$ cat src/rtl/ifs_pkg.sv
`default_nettype none
// ----------------------------------------------------------------------------
// ifs_pkg
// Shared types and constants of the information frame stuffer.
// ----------------------------------------------------------------------------
package ifs_pkg;

    localparam int unsigned IFS_QUEUE_DEPTH = 2;
    localparam int unsigned IFS_CFG_IDX_W   = 3;
    localparam logic [7:0]  IFS_STUFF_MASK  = 8'h20;

    typedef enum logic [IFS_CFG_IDX_W-1:0] {
        CFG_FLAG    = 3'd0,
        CFG_ESCAPE  = 3'd1,
        CFG_ADDRESS = 3'd2,
        CFG_CTL0    = 3'd3,
        CFG_CTL1    = 3'd4
    } ifs_cfg_idx_t;

    localparam logic [7:0] IFS_RST_FLAG    = 8'd126;
    localparam logic [7:0] IFS_RST_ESCAPE  = 8'd125;
    localparam logic [7:0] IFS_RST_ADDRESS = 8'd3;
    localparam logic [7:0] IFS_RST_CTL0    = 8'd0;
    localparam logic [7:0] IFS_RST_CTL1    = 8'd64;

    typedef struct packed {
        logic [7:0] payload_byte;
        logic       sequence_bit;
        logic       last_in_frame;
    } ifs_in_t;

    typedef struct packed {
        logic [7:0] line_byte;
        logic       run_end;
        logic       frame_end;
    } ifs_out_t;

    typedef struct packed {
        logic [7:0] flag_byte;
        logic [7:0] escape_byte;
        logic [7:0] address_byte;
        logic [7:0] control_seq0;
        logic [7:0] control_seq1;
    } ifs_cfg_t;

    // one classified item, front to back
    typedef struct packed {
        logic       hdr;
        logic       seq;
        logic [7:0] data;
        logic       data_esc;
        logic       last;
        logic [7:0] check;
        logic       check_esc;
    } ifs_desc_t;

endpackage : ifs_pkg
`default_nettype wire

$ cat src/rtl/ifs_front.sv
`default_nettype none
// ----------------------------------------------------------------------------
// ifs_front
// Accepts payload beats, tracks frame state and running XOR, classifies bytes.
// ----------------------------------------------------------------------------
module ifs_front (
    input  wire logic              aclk,
    input  wire logic              aresetn,
    input  wire ifs_pkg::ifs_cfg_t cfg,
    input  wire logic              s_valid,
    output logic                   s_ready,
    input  wire ifs_pkg::ifs_in_t  s_data,
    input  wire logic              q_full,
    output logic                   q_push,
    output ifs_pkg::ifs_desc_t     q_desc
);
    import ifs_pkg::*;

    logic       in_frame_reg, in_frame_next;
    logic [7:0] parity_reg, parity_next;
    logic [7:0] check;

    assign s_ready = !q_full;
    assign q_push  = s_valid && !q_full;
    assign check   = parity_reg ^ s_data.payload_byte;

    always_comb begin
        q_desc.hdr       = !in_frame_reg;
        q_desc.seq       = s_data.sequence_bit;
        q_desc.data      = s_data.payload_byte;
        q_desc.data_esc  = (s_data.payload_byte == cfg.flag_byte) ||
                           (s_data.payload_byte == cfg.escape_byte);
        q_desc.last      = s_data.last_in_frame;
        q_desc.check     = check;
        q_desc.check_esc = (check == cfg.flag_byte) || (check == cfg.escape_byte);
    end

    always_comb begin
        in_frame_next = in_frame_reg;
        parity_next   = parity_reg;
        if (q_push) begin
            in_frame_next = !s_data.last_in_frame;
            parity_next   = s_data.last_in_frame ? 8'h00 : check;
        end
    end

    always_ff @(posedge aclk) begin
        if (!aresetn) begin
            in_frame_reg <= 1'b0;
            parity_reg   <= 8'h00;
        end else begin
            in_frame_reg <= in_frame_next;
            parity_reg   <= parity_next;
        end
    end

endmodule : ifs_front
`default_nettype wire

$ cat src/rtl/ifs_queue.sv
`default_nettype none
// ----------------------------------------------------------------------------
// ifs_queue
// Small FIFO of classified items between front and back.
// ----------------------------------------------------------------------------
module ifs_queue #(
    parameter int unsigned DEPTH = ifs_pkg::IFS_QUEUE_DEPTH
) (
    input  wire logic               aclk,
    input  wire logic               aresetn,
    input  wire logic               push,
    input  wire ifs_pkg::ifs_desc_t push_desc,
    output logic                    full,
    input  wire logic               pop,
    output logic                    head_valid,
    output ifs_pkg::ifs_desc_t      head_desc
);
    import ifs_pkg::*;

    localparam int unsigned PTR_W = (DEPTH > 1) ? $clog2(DEPTH) : 1;
    localparam int unsigned CNT_W = $clog2(DEPTH + 1);

    ifs_desc_t        slot_reg [DEPTH];
    logic [PTR_W-1:0] wr_ptr_reg, wr_ptr_next;
    logic [PTR_W-1:0] rd_ptr_reg, rd_ptr_next;
    logic [CNT_W-1:0] count_reg, count_next;
    logic             do_push, do_pop;

    assign full       = (count_reg == CNT_W'(DEPTH));
    assign head_valid = (count_reg != '0);
    assign head_desc  = slot_reg[rd_ptr_reg];
    assign do_push    = push && !full;
    assign do_pop     = pop && head_valid;

    always_comb begin
        wr_ptr_next = wr_ptr_reg;
        rd_ptr_next = rd_ptr_reg;
        count_next  = count_reg;
        if (do_push) begin
            wr_ptr_next = (wr_ptr_reg == PTR_W'(DEPTH - 1)) ? '0 : wr_ptr_reg + 1'b1;
        end
        if (do_pop) begin
            rd_ptr_next = (rd_ptr_reg == PTR_W'(DEPTH - 1)) ? '0 : rd_ptr_reg + 1'b1;
        end
        if (do_push && !do_pop) begin
            count_next = count_reg + 1'b1;
        end else if (do_pop && !do_push) begin
            count_next = count_reg - 1'b1;
        end
    end

    always_ff @(posedge aclk) begin
        if (do_push) begin
            slot_reg[wr_ptr_reg] <= push_desc;
        end
    end

    always_ff @(posedge aclk) begin
        if (!aresetn) begin
            wr_ptr_reg <= '0;
            rd_ptr_reg <= '0;
            count_reg  <= '0;
        end else begin
            wr_ptr_reg <= wr_ptr_next;
            rd_ptr_reg <= rd_ptr_next;
            count_reg  <= count_next;
        end
    end

endmodule : ifs_queue
`default_nettype wire

$ cat src/rtl/ifs_back.sv
`default_nettype none
// ----------------------------------------------------------------------------
// ifs_back
// Sequences header, stuffed payload, stuffed check and closing flag, one
// line byte per beat, into the output register.
// ----------------------------------------------------------------------------
module ifs_back (
    input  wire logic               aclk,
    input  wire logic               aresetn,
    input  wire ifs_pkg::ifs_cfg_t  cfg,
    input  wire logic               q_valid,
    input  wire ifs_pkg::ifs_desc_t q_desc,
    output logic                    q_pop,
    output logic                    m_valid,
    input  wire logic               m_ready,
    output ifs_pkg::ifs_out_t       m_data
);
    import ifs_pkg::*;

    typedef enum logic [9:0] {
        ST_NEW   = 10'b00_0000_0001,
        ST_FLAG  = 10'b00_0000_0010,
        ST_ADDR  = 10'b00_0000_0100,
        ST_CTL   = 10'b00_0000_1000,
        ST_HCS   = 10'b00_0001_0000,
        ST_DATA  = 10'b00_0010_0000,
        ST_DATA2 = 10'b00_0100_0000,
        ST_CHK   = 10'b00_1000_0000,
        ST_CHK2  = 10'b01_0000_0000,
        ST_CLOSE = 10'b10_0000_0000
    } ifs_step_t;

    ifs_step_t  step_reg, step_next, cur_step, after_step;
    logic       m_valid_reg, m_valid_next;
    ifs_out_t   out_reg, out_next;
    logic       load;
    logic       done;
    logic [7:0] ctl;

    assign load    = q_valid && (!m_valid_reg || m_ready);
    assign ctl     = q_desc.seq ? cfg.control_seq1 : cfg.control_seq0;
    assign cur_step = (step_reg == ST_NEW) ? (q_desc.hdr ? ST_FLAG : ST_DATA) : step_reg;
    assign q_pop   = load && done;
    assign m_valid = m_valid_reg;
    assign m_data  = out_reg;

    always_comb begin
        after_step         = ST_NEW;
        done               = 1'b0;
        out_next.line_byte = cfg.flag_byte;
        out_next.frame_end = 1'b0;
        unique case (cur_step)
            ST_FLAG: begin
                out_next.line_byte = cfg.flag_byte;
                after_step         = ST_ADDR;
            end
            ST_ADDR: begin
                out_next.line_byte = cfg.address_byte;
                after_step         = ST_CTL;
            end
            ST_CTL: begin
                out_next.line_byte = ctl;
                after_step         = ST_HCS;
            end
            ST_HCS: begin
                out_next.line_byte = cfg.address_byte ^ ctl;
                after_step         = ST_DATA;
            end
            ST_DATA: begin
                out_next.line_byte = q_desc.data_esc ? cfg.escape_byte : q_desc.data;
                if (q_desc.data_esc) begin
                    after_step = ST_DATA2;
                end else if (q_desc.last) begin
                    after_step = ST_CHK;
                end else begin
                    done = 1'b1;
                end
            end
            ST_DATA2: begin
                out_next.line_byte = q_desc.data ^ IFS_STUFF_MASK;
                if (q_desc.last) begin
                    after_step = ST_CHK;
                end else begin
                    done = 1'b1;
                end
            end
            ST_CHK: begin
                out_next.line_byte = q_desc.check_esc ? cfg.escape_byte : q_desc.check;
                after_step         = q_desc.check_esc ? ST_CHK2 : ST_CLOSE;
            end
            ST_CHK2: begin
                out_next.line_byte = q_desc.check ^ IFS_STUFF_MASK;
                after_step         = ST_CLOSE;
            end
            ST_CLOSE: begin
                out_next.line_byte = cfg.flag_byte;
                out_next.frame_end = 1'b1;
                done               = 1'b1;
            end
            default: begin
                done = 1'b1;
            end
        endcase
        out_next.run_end = done;
    end

    always_comb begin
        step_next    = step_reg;
        m_valid_next = m_valid_reg;
        if (load) begin
            step_next    = after_step;
            m_valid_next = 1'b1;
        end else if (m_ready) begin
            m_valid_next = 1'b0;
        end
    end

    always_ff @(posedge aclk) begin
        if (load) begin
            out_reg <= out_next;
        end
    end

    always_ff @(posedge aclk) begin
        if (!aresetn) begin
            step_reg    <= ST_NEW;
            m_valid_reg <= 1'b0;
        end else begin
            step_reg    <= step_next;
            m_valid_reg <= m_valid_next;
        end
    end

`ifndef NO_ASSERTIONS
    a_step_onehot: assert property (@(posedge aclk) disable iff (!aresetn)
        $onehot(step_reg))
        else $error("step register not one-hot");

    a_pop_has_item: assert property (@(posedge aclk) disable iff (!aresetn)
        q_pop |-> q_valid)
        else $error("pop with empty queue");

    a_close_ends_run: assert property (@(posedge aclk) disable iff (!aresetn)
        (m_valid && m_data.frame_end) |-> m_data.run_end)
        else $error("closing flag not last byte of run");

    a_mid_item_busy: assert property (@(posedge aclk) disable iff (!aresetn)
        (step_reg != ST_NEW) |-> q_valid)
        else $error("item lost from queue mid-sequence");

    a_reset_idle: assert property (@(posedge aclk)
        !aresetn |=> !m_valid)
        else $error("output valid after reset");
`endif

endmodule : ifs_back
`default_nettype wire

$ cat src/rtl/info_frame_stuffer_top.sv
`default_nettype none
// ----------------------------------------------------------------------------
// info_frame_stuffer_top
// Information frame byte-stuffing framer.
// ----------------------------------------------------------------------------
// Each accepted payload beat yields 1 to 9 line-byte beats: a 4-byte header
// (flag, address, control, address^control) on a frame's first byte, the
// byte itself (2 beats if it matches flag or escape), and on the last byte
// the stuffed payload XOR (1 or 2 beats) plus the closing flag. The output
// register moves one line byte per cycle while m_ready is high and an item
// waits; the front keeps accepting while up to QUEUE_DEPTH classified items
// wait for the sequencer. Registers are written through the cfg port, always
// ready; write only while the block is idle.
// ----------------------------------------------------------------------------
module info_frame_stuffer_top #(
    parameter int unsigned QUEUE_DEPTH = ifs_pkg::IFS_QUEUE_DEPTH
) (
    input  wire logic                              aclk,
    input  wire logic                              aresetn,
    input  wire logic                              s_valid,
    output logic                                   s_ready,
    input  wire ifs_pkg::ifs_in_t                  s_data,
    output logic                                   m_valid,
    input  wire logic                              m_ready,
    output ifs_pkg::ifs_out_t                      m_data,
    input  wire logic                              cfg_valid,
    output logic                                   cfg_ready,
    input  wire logic [ifs_pkg::IFS_CFG_IDX_W-1:0] cfg_index,
    input  wire logic [7:0]                        cfg_data
);
    import ifs_pkg::*;

    ifs_cfg_t  cfg_reg, cfg_next;
    ifs_desc_t push_desc, head_desc;
    logic      q_push, q_full, q_pop, q_valid;

    assign cfg_ready = 1'b1;

    always_comb begin
        cfg_next = cfg_reg;
        if (cfg_valid) begin
            unique case (cfg_index)
                CFG_FLAG:    cfg_next.flag_byte    = cfg_data;
                CFG_ESCAPE:  cfg_next.escape_byte  = cfg_data;
                CFG_ADDRESS: cfg_next.address_byte = cfg_data;
                CFG_CTL0:    cfg_next.control_seq0 = cfg_data;
                CFG_CTL1:    cfg_next.control_seq1 = cfg_data;
                default:     cfg_next = cfg_reg;
            endcase
        end
    end

    always_ff @(posedge aclk) begin
        if (!aresetn) begin
            cfg_reg.flag_byte    <= IFS_RST_FLAG;
            cfg_reg.escape_byte  <= IFS_RST_ESCAPE;
            cfg_reg.address_byte <= IFS_RST_ADDRESS;
            cfg_reg.control_seq0 <= IFS_RST_CTL0;
            cfg_reg.control_seq1 <= IFS_RST_CTL1;
        end else begin
            cfg_reg <= cfg_next;
        end
    end

    ifs_front u_front (
        .aclk    (aclk),
        .aresetn (aresetn),
        .cfg     (cfg_reg),
        .s_valid (s_valid),
        .s_ready (s_ready),
        .s_data  (s_data),
        .q_full  (q_full),
        .q_push  (q_push),
        .q_desc  (push_desc)
    );

    ifs_queue #(
        .DEPTH (QUEUE_DEPTH)
    ) u_queue (
        .aclk       (aclk),
        .aresetn    (aresetn),
        .push       (q_push),
        .push_desc  (push_desc),
        .full       (q_full),
        .pop        (q_pop),
        .head_valid (q_valid),
        .head_desc  (head_desc)
    );

    ifs_back u_back (
        .aclk    (aclk),
        .aresetn (aresetn),
        .cfg     (cfg_reg),
        .q_valid (q_valid),
        .q_desc  (head_desc),
        .q_pop   (q_pop),
        .m_valid (m_valid),
        .m_ready (m_ready),
        .m_data  (m_data)
    );

endmodule : info_frame_stuffer_top
`default_nettype wire
$ cat config.mk
export PLATFORM = sky130hd
export DESIGN_NAME = info_frame_stuffer_top
export DESIGN_NICKNAME = d
export VERILOG_FILES = /design/src/rtl/ifs_pkg.sv /design/src/rtl/ifs_front.sv /design/src/rtl/ifs_queue.sv /design/src/rtl/ifs_back.sv /design/src/rtl/info_frame_stuffer_top.sv
export SDC_FILE = /design/constraint.sdc
export NUM_CORES = 1
export LEC_CHECK = 0
export BUFFER_PORTS_ARGS = -buffer_cell sky130_fd_sc_hd__buf_2
export CAP_MARGIN = 40
export CORE_MARGIN = 2
export CORE_UTILIZATION = 57
export CTS_BUF_LIST = sky130_fd_sc_hd__clkbuf_8
export CTS_CLUSTER_DIAMETER = 100
export CTS_CLUSTER_SIZE = 14
export DETAILED_ROUTE_END_ITERATION = 10
export PLACE_DENSITY = 0.79
export SLEW_MARGIN = 30
export SYNTH_ARGS = -nofsm -noshare
export SYNTH_HDL_FRONTEND = slang
export SYNTH_HIERARCHICAL = 1
export SYNTH_SLANG_ARGS = --single-unit
export TNS_END_PERCENT = 20
$ cat constraint.sdc
create_clock -name aclk -period 2.7 [get_ports aclk]
set_input_delay 0.27 -clock aclk [delete_from_list [all_inputs] [get_ports aclk]]
set_output_delay 0.27 -clock aclk [all_outputs]
set_load 0.03 [all_outputs]
# After elaboration in Yosys (flattened, before gate mapping)
# Memory sizes are Yosys's and may differ from the RTL's. A register that Yosys moved wholly into a read port is not among the register bits.
# Index checks and enable logic that the tools add are counted.
[word_totals]
latch_bits = 0
ramBits = 42
inputBits = 26
wordCells = 94
out_inout_bits = 13
memories = 1
ff_bits = 74
rom_bits = 0
[mem_list]
columns = ["memory", "depth", "width", "rd", "rd_ports_with_merged_regs", "wr", "line", "text"]
rows = [
  ["u_queue.slot_reg", 2, 21, 1, 1, 1, "ifs_queue.sv:23", "ifs_desc_t slot_reg [DEPTH];"],
]
[op_classes]
div_mod_pow = 0
mux = 25
n_addsub = 4
reduce_logical = 26
order_cmp = 0
n_shift = 0
n_mul = 0
n_eq_ne = 19
bitwise_logic = 4
[op_table]
columns = ["cell", "count"]
rows = [
  ["10-bit case mux with 8 select lines", 1],
  ["8-bit case mux with 7 select lines", 1],
  ["8-bit 2-to-1 mux", 5],
  ["8-bit equality test", 4],
  ["10-bit 2-to-1 mux", 3],
  ["8-bit bitwise XOR", 2],
  ["1-bit 2-to-1 mux", 11],
  ["10-bit by 1-bit equality test with 1-bit output, second input constant", 1],
  ["10-bit equality test, second input constant", 1],
  ["10-bit by 2-bit equality test with 1-bit output, second input constant", 1],
  ["10-bit by 3-bit equality test with 1-bit output, second input constant", 1],
  ["10-bit by 4-bit equality test with 1-bit output, second input constant", 1],
  ["10-bit by 5-bit equality test with 1-bit output, second input constant", 1],
  ["10-bit by 6-bit equality test with 1-bit output, second input constant", 1],
  ["10-bit by 7-bit equality test with 1-bit output, second input constant", 1],
  ["10-bit by 8-bit equality test with 1-bit output, second input constant", 1],
  ["10-bit by 9-bit equality test with 1-bit output, second input constant", 1],
  ["2-bit AND reduction", 5],
  ["1-bit logical AND", 7],
  ["3-bit by 2-bit equality test with 1-bit output, second input constant", 2],
  ["1-bit zero test", 6],
  ["6-bit 2-to-1 mux", 1],
  ["2-bit nonzero test", 3],
  ["6-bit OR reduction", 1],
  ["other kinds (11)", 16],
]

# Longest topological paths before layout
[logic_depth]
depth_word = 10
mapped_depth = 12
depth_no_buf = 11

# Cells and area by module
# The synthesis kept the hierarchy.
[by_module_without_submodules]
columns = ["module", "n_inst", "cells_per_inst", "seq_area_each_um2", "area_each_um2"]
rows = [
  ["ifs_queue", 1, 90, 1361.3, 1744.2],
  ["info_frame_stuffer_top", 1, 156, 800.8, 1600.3],
  ["ifs_back", 1, 164, 500.5, 1441.4],
  ["ifs_front", 1, 94, 180.2, 847.1],
]

# Worst setup path before layout
# Ideal clock, no wire load.
[synth_timing]
path_type = "reg-to-reg"
from = "register (tool-made name)"
to = "register u_queue.count_reg[1]"
stages_incl_launch_ff = 12
path_buffers = 1
arrival_time_ps = 2816
synth_period_minus_slack_ps = 2886
required_time_ps = 2630
setup_ps = 70
slack_ps = -186
path_cell_list = "dfxtp_1 -> buf_2 -> mux2_2 -> nor3b_1 -> o21ai_1 -> a2bb2oi_1 -> or3_1 -> a21oi_1 -> o21ai_1 -> ha_1 -> or3_1 -> a21boi_1"
[synth_rtl]
columns = ["item", "line", "text"]
rows = [
  ["end signal, assigned", "ifs_queue.sv:66", "count_reg <= count_next;"],
  ["end, declared", "ifs_queue.sv:26", "logic [CNT_W-1:0] count_reg, count_next;"],
]

==> run_results.csv <==
group,metric,value,unit
clock_tree,htree_levels,4,
timing,skew,0.0138,ns
worst_hold_path,min_path_cells,1,
timing,drv_slew,0,
floorplan,dieArea,0.0107,mm^2
place,gp_congestion,0.852,
logic_synthesis,synth-edff-count,52,
layout,final_core_util,66.6,%
logic_synthesis,synth_top_area_cell,"edfxtp_1",
logic_synthesis,synthAdderAreaFrac,0.222,%
global_routing,antenna_found_initial,0,
logic_synthesis,syn_area_per_cell,11.2,um^2
setup_path,critPathCaptureType,"flip-flop",
clock_tree,hold_buffers,0,
drt,dr.pass1.iters,5,
layout,drive_gt1_share,25.4,%
logic_synthesis,synth_ff_type,"dfxtp_1",
timing,finalCriticalPeriod,2.62,ns
floorplan,num_io_pins,39,
logic_synthesis,synth_top_family_by_area,"simple AND/OR/NAND/NOR gates",
drt,drtIter0Drc,366,
floorplan,die_y,103,um
layout,largest_register_ffs,42,
timing,finalSetupViolCount,0,
clock_tree,cts_tree,"done",
floorplan,start_util,58.2,%
floorplan,core,0.00968,mm^2
logic_synthesis,synth_top_cells_by_count,"dfxtp_1, edfxtp_1, nand2_1",
drt,route.detailed.wl_per_inst,18.1,um
logic_synthesis,ys_types,57,
timing,hold_viol_final,0,
logic_synthesis,synth_top_area_share,27.7,%
floorplan,fp.dieW,103,um
setup_path,timing.rr.end,"u_queue/count_reg[1]$_SDFFE_PN0P_",
logic_synthesis,ys_warn_count,6,
timing,finalSetupTns,0,ns
place,dp_hpwl,8670,um
drt,vias,4036,
layout,syn_to_final_growth,14.5,%
logic_synthesis,synth.mux.area_fraction,13.3,%
global_routing,grt_pass1_vias,3852,
clock_tree,clkTransAtPathRegs,0.07,ns
clock_tree,clockRootBuffer,"clkbuf_8",
logic_synthesis,synth-seq-cells,116,
worst_hold_path,min_path_type,"in -> reg",
clock_tree,clk_latency,0.41,ns
logic_synthesis,syn-num-nets,531,
timing,whs,0.0749,ns
pwr,powerDensity,888,mW/mm^2
setup_path,r2r_cells,11,
setup_path,rrSetupSlack,0.08,ns
logic_synthesis,synth_most_common_cell,"dfxtp_1",
timing,max_freq,382,MHz
clock_tree,cts_buffers,17,
timing,rsz0062_at_grt,"yes",
pwr,power.leakage,2.46,nW
global_routing,track_usage,24.8,%
logic_synthesis,synth-async-reset-ratio,0,%
drt,finalWirelength,12600,um
setup_path,crit_path_start_kind,"flip-flop",
logic_synthesis,ys_seq_area_share,50.5,%
global_routing,grt_max_degree,50,
drt,ant_nets,0,
logic_synthesis,syn_area,0.00563,mm^2
layout,nets,577,
timing,tightest_slew,0.729,ns
drt,drc,0,
logic_synthesis,synth_xor_area_share,7.40,%
drt,viasPerCell,5.80,
logic_synthesis,synth_compound_area_share,9.55,%
setup_path,crit_required,3.05,ns
logic_synthesis,ys_top_cells_by_area,"edfxtp_1, dfxtp_1, mux2i_1",
global_routing,grt_pass1_wl,19600,um
logic_synthesis,yosys.area_share.simple,15.2,%
floorplan,rows,36,
timing,post-route-period-util,97.0,%
timing,max_slew_margin,51.4,%
global_routing,grt_overflow,0,
setup_path,critPathKind,"reg -> reg",
setup_path,cp.arrival,2.97,ns
setup_path,cp_max_fo,3,
setup_path,endpoint,"u_queue/count_reg[1]$_SDFFE_PN0P_",
job,maxCapViolCount,0,
pwr,vdd_drop_max,517,uV
logic_synthesis,synthesis.instances,504,
place,portBuffers,37,
clock_tree,clock_path_buffers,2,
outcome,status,"finished clean",
clock_tree,cts.sinks,116,
layout,antennaDiodeCount,0,
layout by cell type, fill, tap and decap left out, types with 4 or more instances in the layout:
master and instances:
buf_4 22, a21oi_1 4, xor2_1 20, buf_2 37
nor4_1 4, nand4_1 6, nor2_1 19, o21bai_1 5
clkbuf_8 20, nand2_1 50, mux2i_1 42, o21a_1 4
edfxtp_1 52, mux2_2 28, and2_1 4, a31oi_1 11
a22oi_1 15, nand2b_1 4, a222oi_1 5, xnor2_1 22
dfxtp_1 62, a21boi_0 6, inv_1 7, nor2b_1 35
o21ai_0 12
routing by layer:
layer	vias up	global-route usage [%]	wire length, um
met1	1974	31.2	5320
met4	0	9.31	212
met5	-	0	0
met2	137	41.8	6490
li1	1901	-	-
met3	24	5.51	597
power breakdown:
part           switching [mW]  total (mW)  internal (mW)  leakage [nW]
sequential              0.141        2.33           2.19          1.00
combinational            1.00        1.70          0.695          1.25
clock                   0.716        1.70          0.987         0.216
total                    1.86        5.73           3.87          2.46
cell families after synthesis:
group                    Yosys count
multiplexers                      71
adder cells (fa/ha/maj)            1
flip-flops                       116
AND/OR/NAND/NOR                  152
AO/OA/AOI/OAI                     77
XOR/XNOR                          45
other                              1
buffers and inverters             41
worst min-delay path by stage:
| stage | from | end | slack, ns |
|---|---|---|---|
| 2_1_floorplan | aresetn | u_back/step_reg[0]$_SDFFE_PN1P_ | 0.34 |
| 3_3_place_gp | cfg_reg[3]$_SDFFE_PN0P_ | cfg_reg[3]$_SDFFE_PN0P_ | 0.44 |
| 3_5_place_dp | cfg_reg[10]$_SDFFE_PN0P_ | cfg_reg[10]$_SDFFE_PN0P_ | 0.45 |
| 4_1_cts | s_data[0] | u_queue/slot_reg[0][9]$_DFFE_PP_ | 0.05 |
| 5_1_grt | s_data[0] | u_queue/slot_reg[0][9]$_DFFE_PP_ | 0.04 |
| 6_report | s_data[0] | u_queue/slot_reg[0][9]$_DFFE_PP_ | 0.07 |
metrics by stage:
| step | setup WS, ns | cell area (um^2) | power [mW] | cells |
|---|---|---|---|---|
| floorplan | 0.000977 | 5650 | 3.48 | 504 |
| global placement | 0.0729 | 5950 | 3.91 | 660 |
| detailed placement | 0.00199 | 5950 | 3.94 | 660 |
| CTS | 0.0147 | 6380 | 5.64 | 692 |
| global route | -0.0557 | 6450 | 5.98 | 696 |
| finish | 0.0805 | 6450 | 5.73 | 696 |
timing repair:
action                                  in CTS  in global routing
pin swaps                                    1                  8
setup buffers                                0                  4
resized for setup                            0                 10
endpoints found under the setup margin       1                  1
endpoints found under the hold margin        0                  0
final cells by class:
class                      instances  area [um^2]
clock buffer                      20          275
clock inverter                    12          150
fill                             716         3230
inverter                           9         33.8
multi-input combinational        347         2630
sequential                       116         2850
tap                              133          166
timing repair buffer              59          350
critical path: stages, from the launching register on:
cell and delay, ns:
dfxtp_2 0.35, mux2_4 0.31, nor3b_4 0.21, o21ai_2 0.10, a2bb2oi_2 0.16, or3_4 0.42, a21oi_2 0.14, o21ai_2 0.08
ha_2 0.19, xor2_1 0.14, or3_1 0.35, a21boi_1 0.12
No activity file was read; power rests on OpenSTA's default activity.
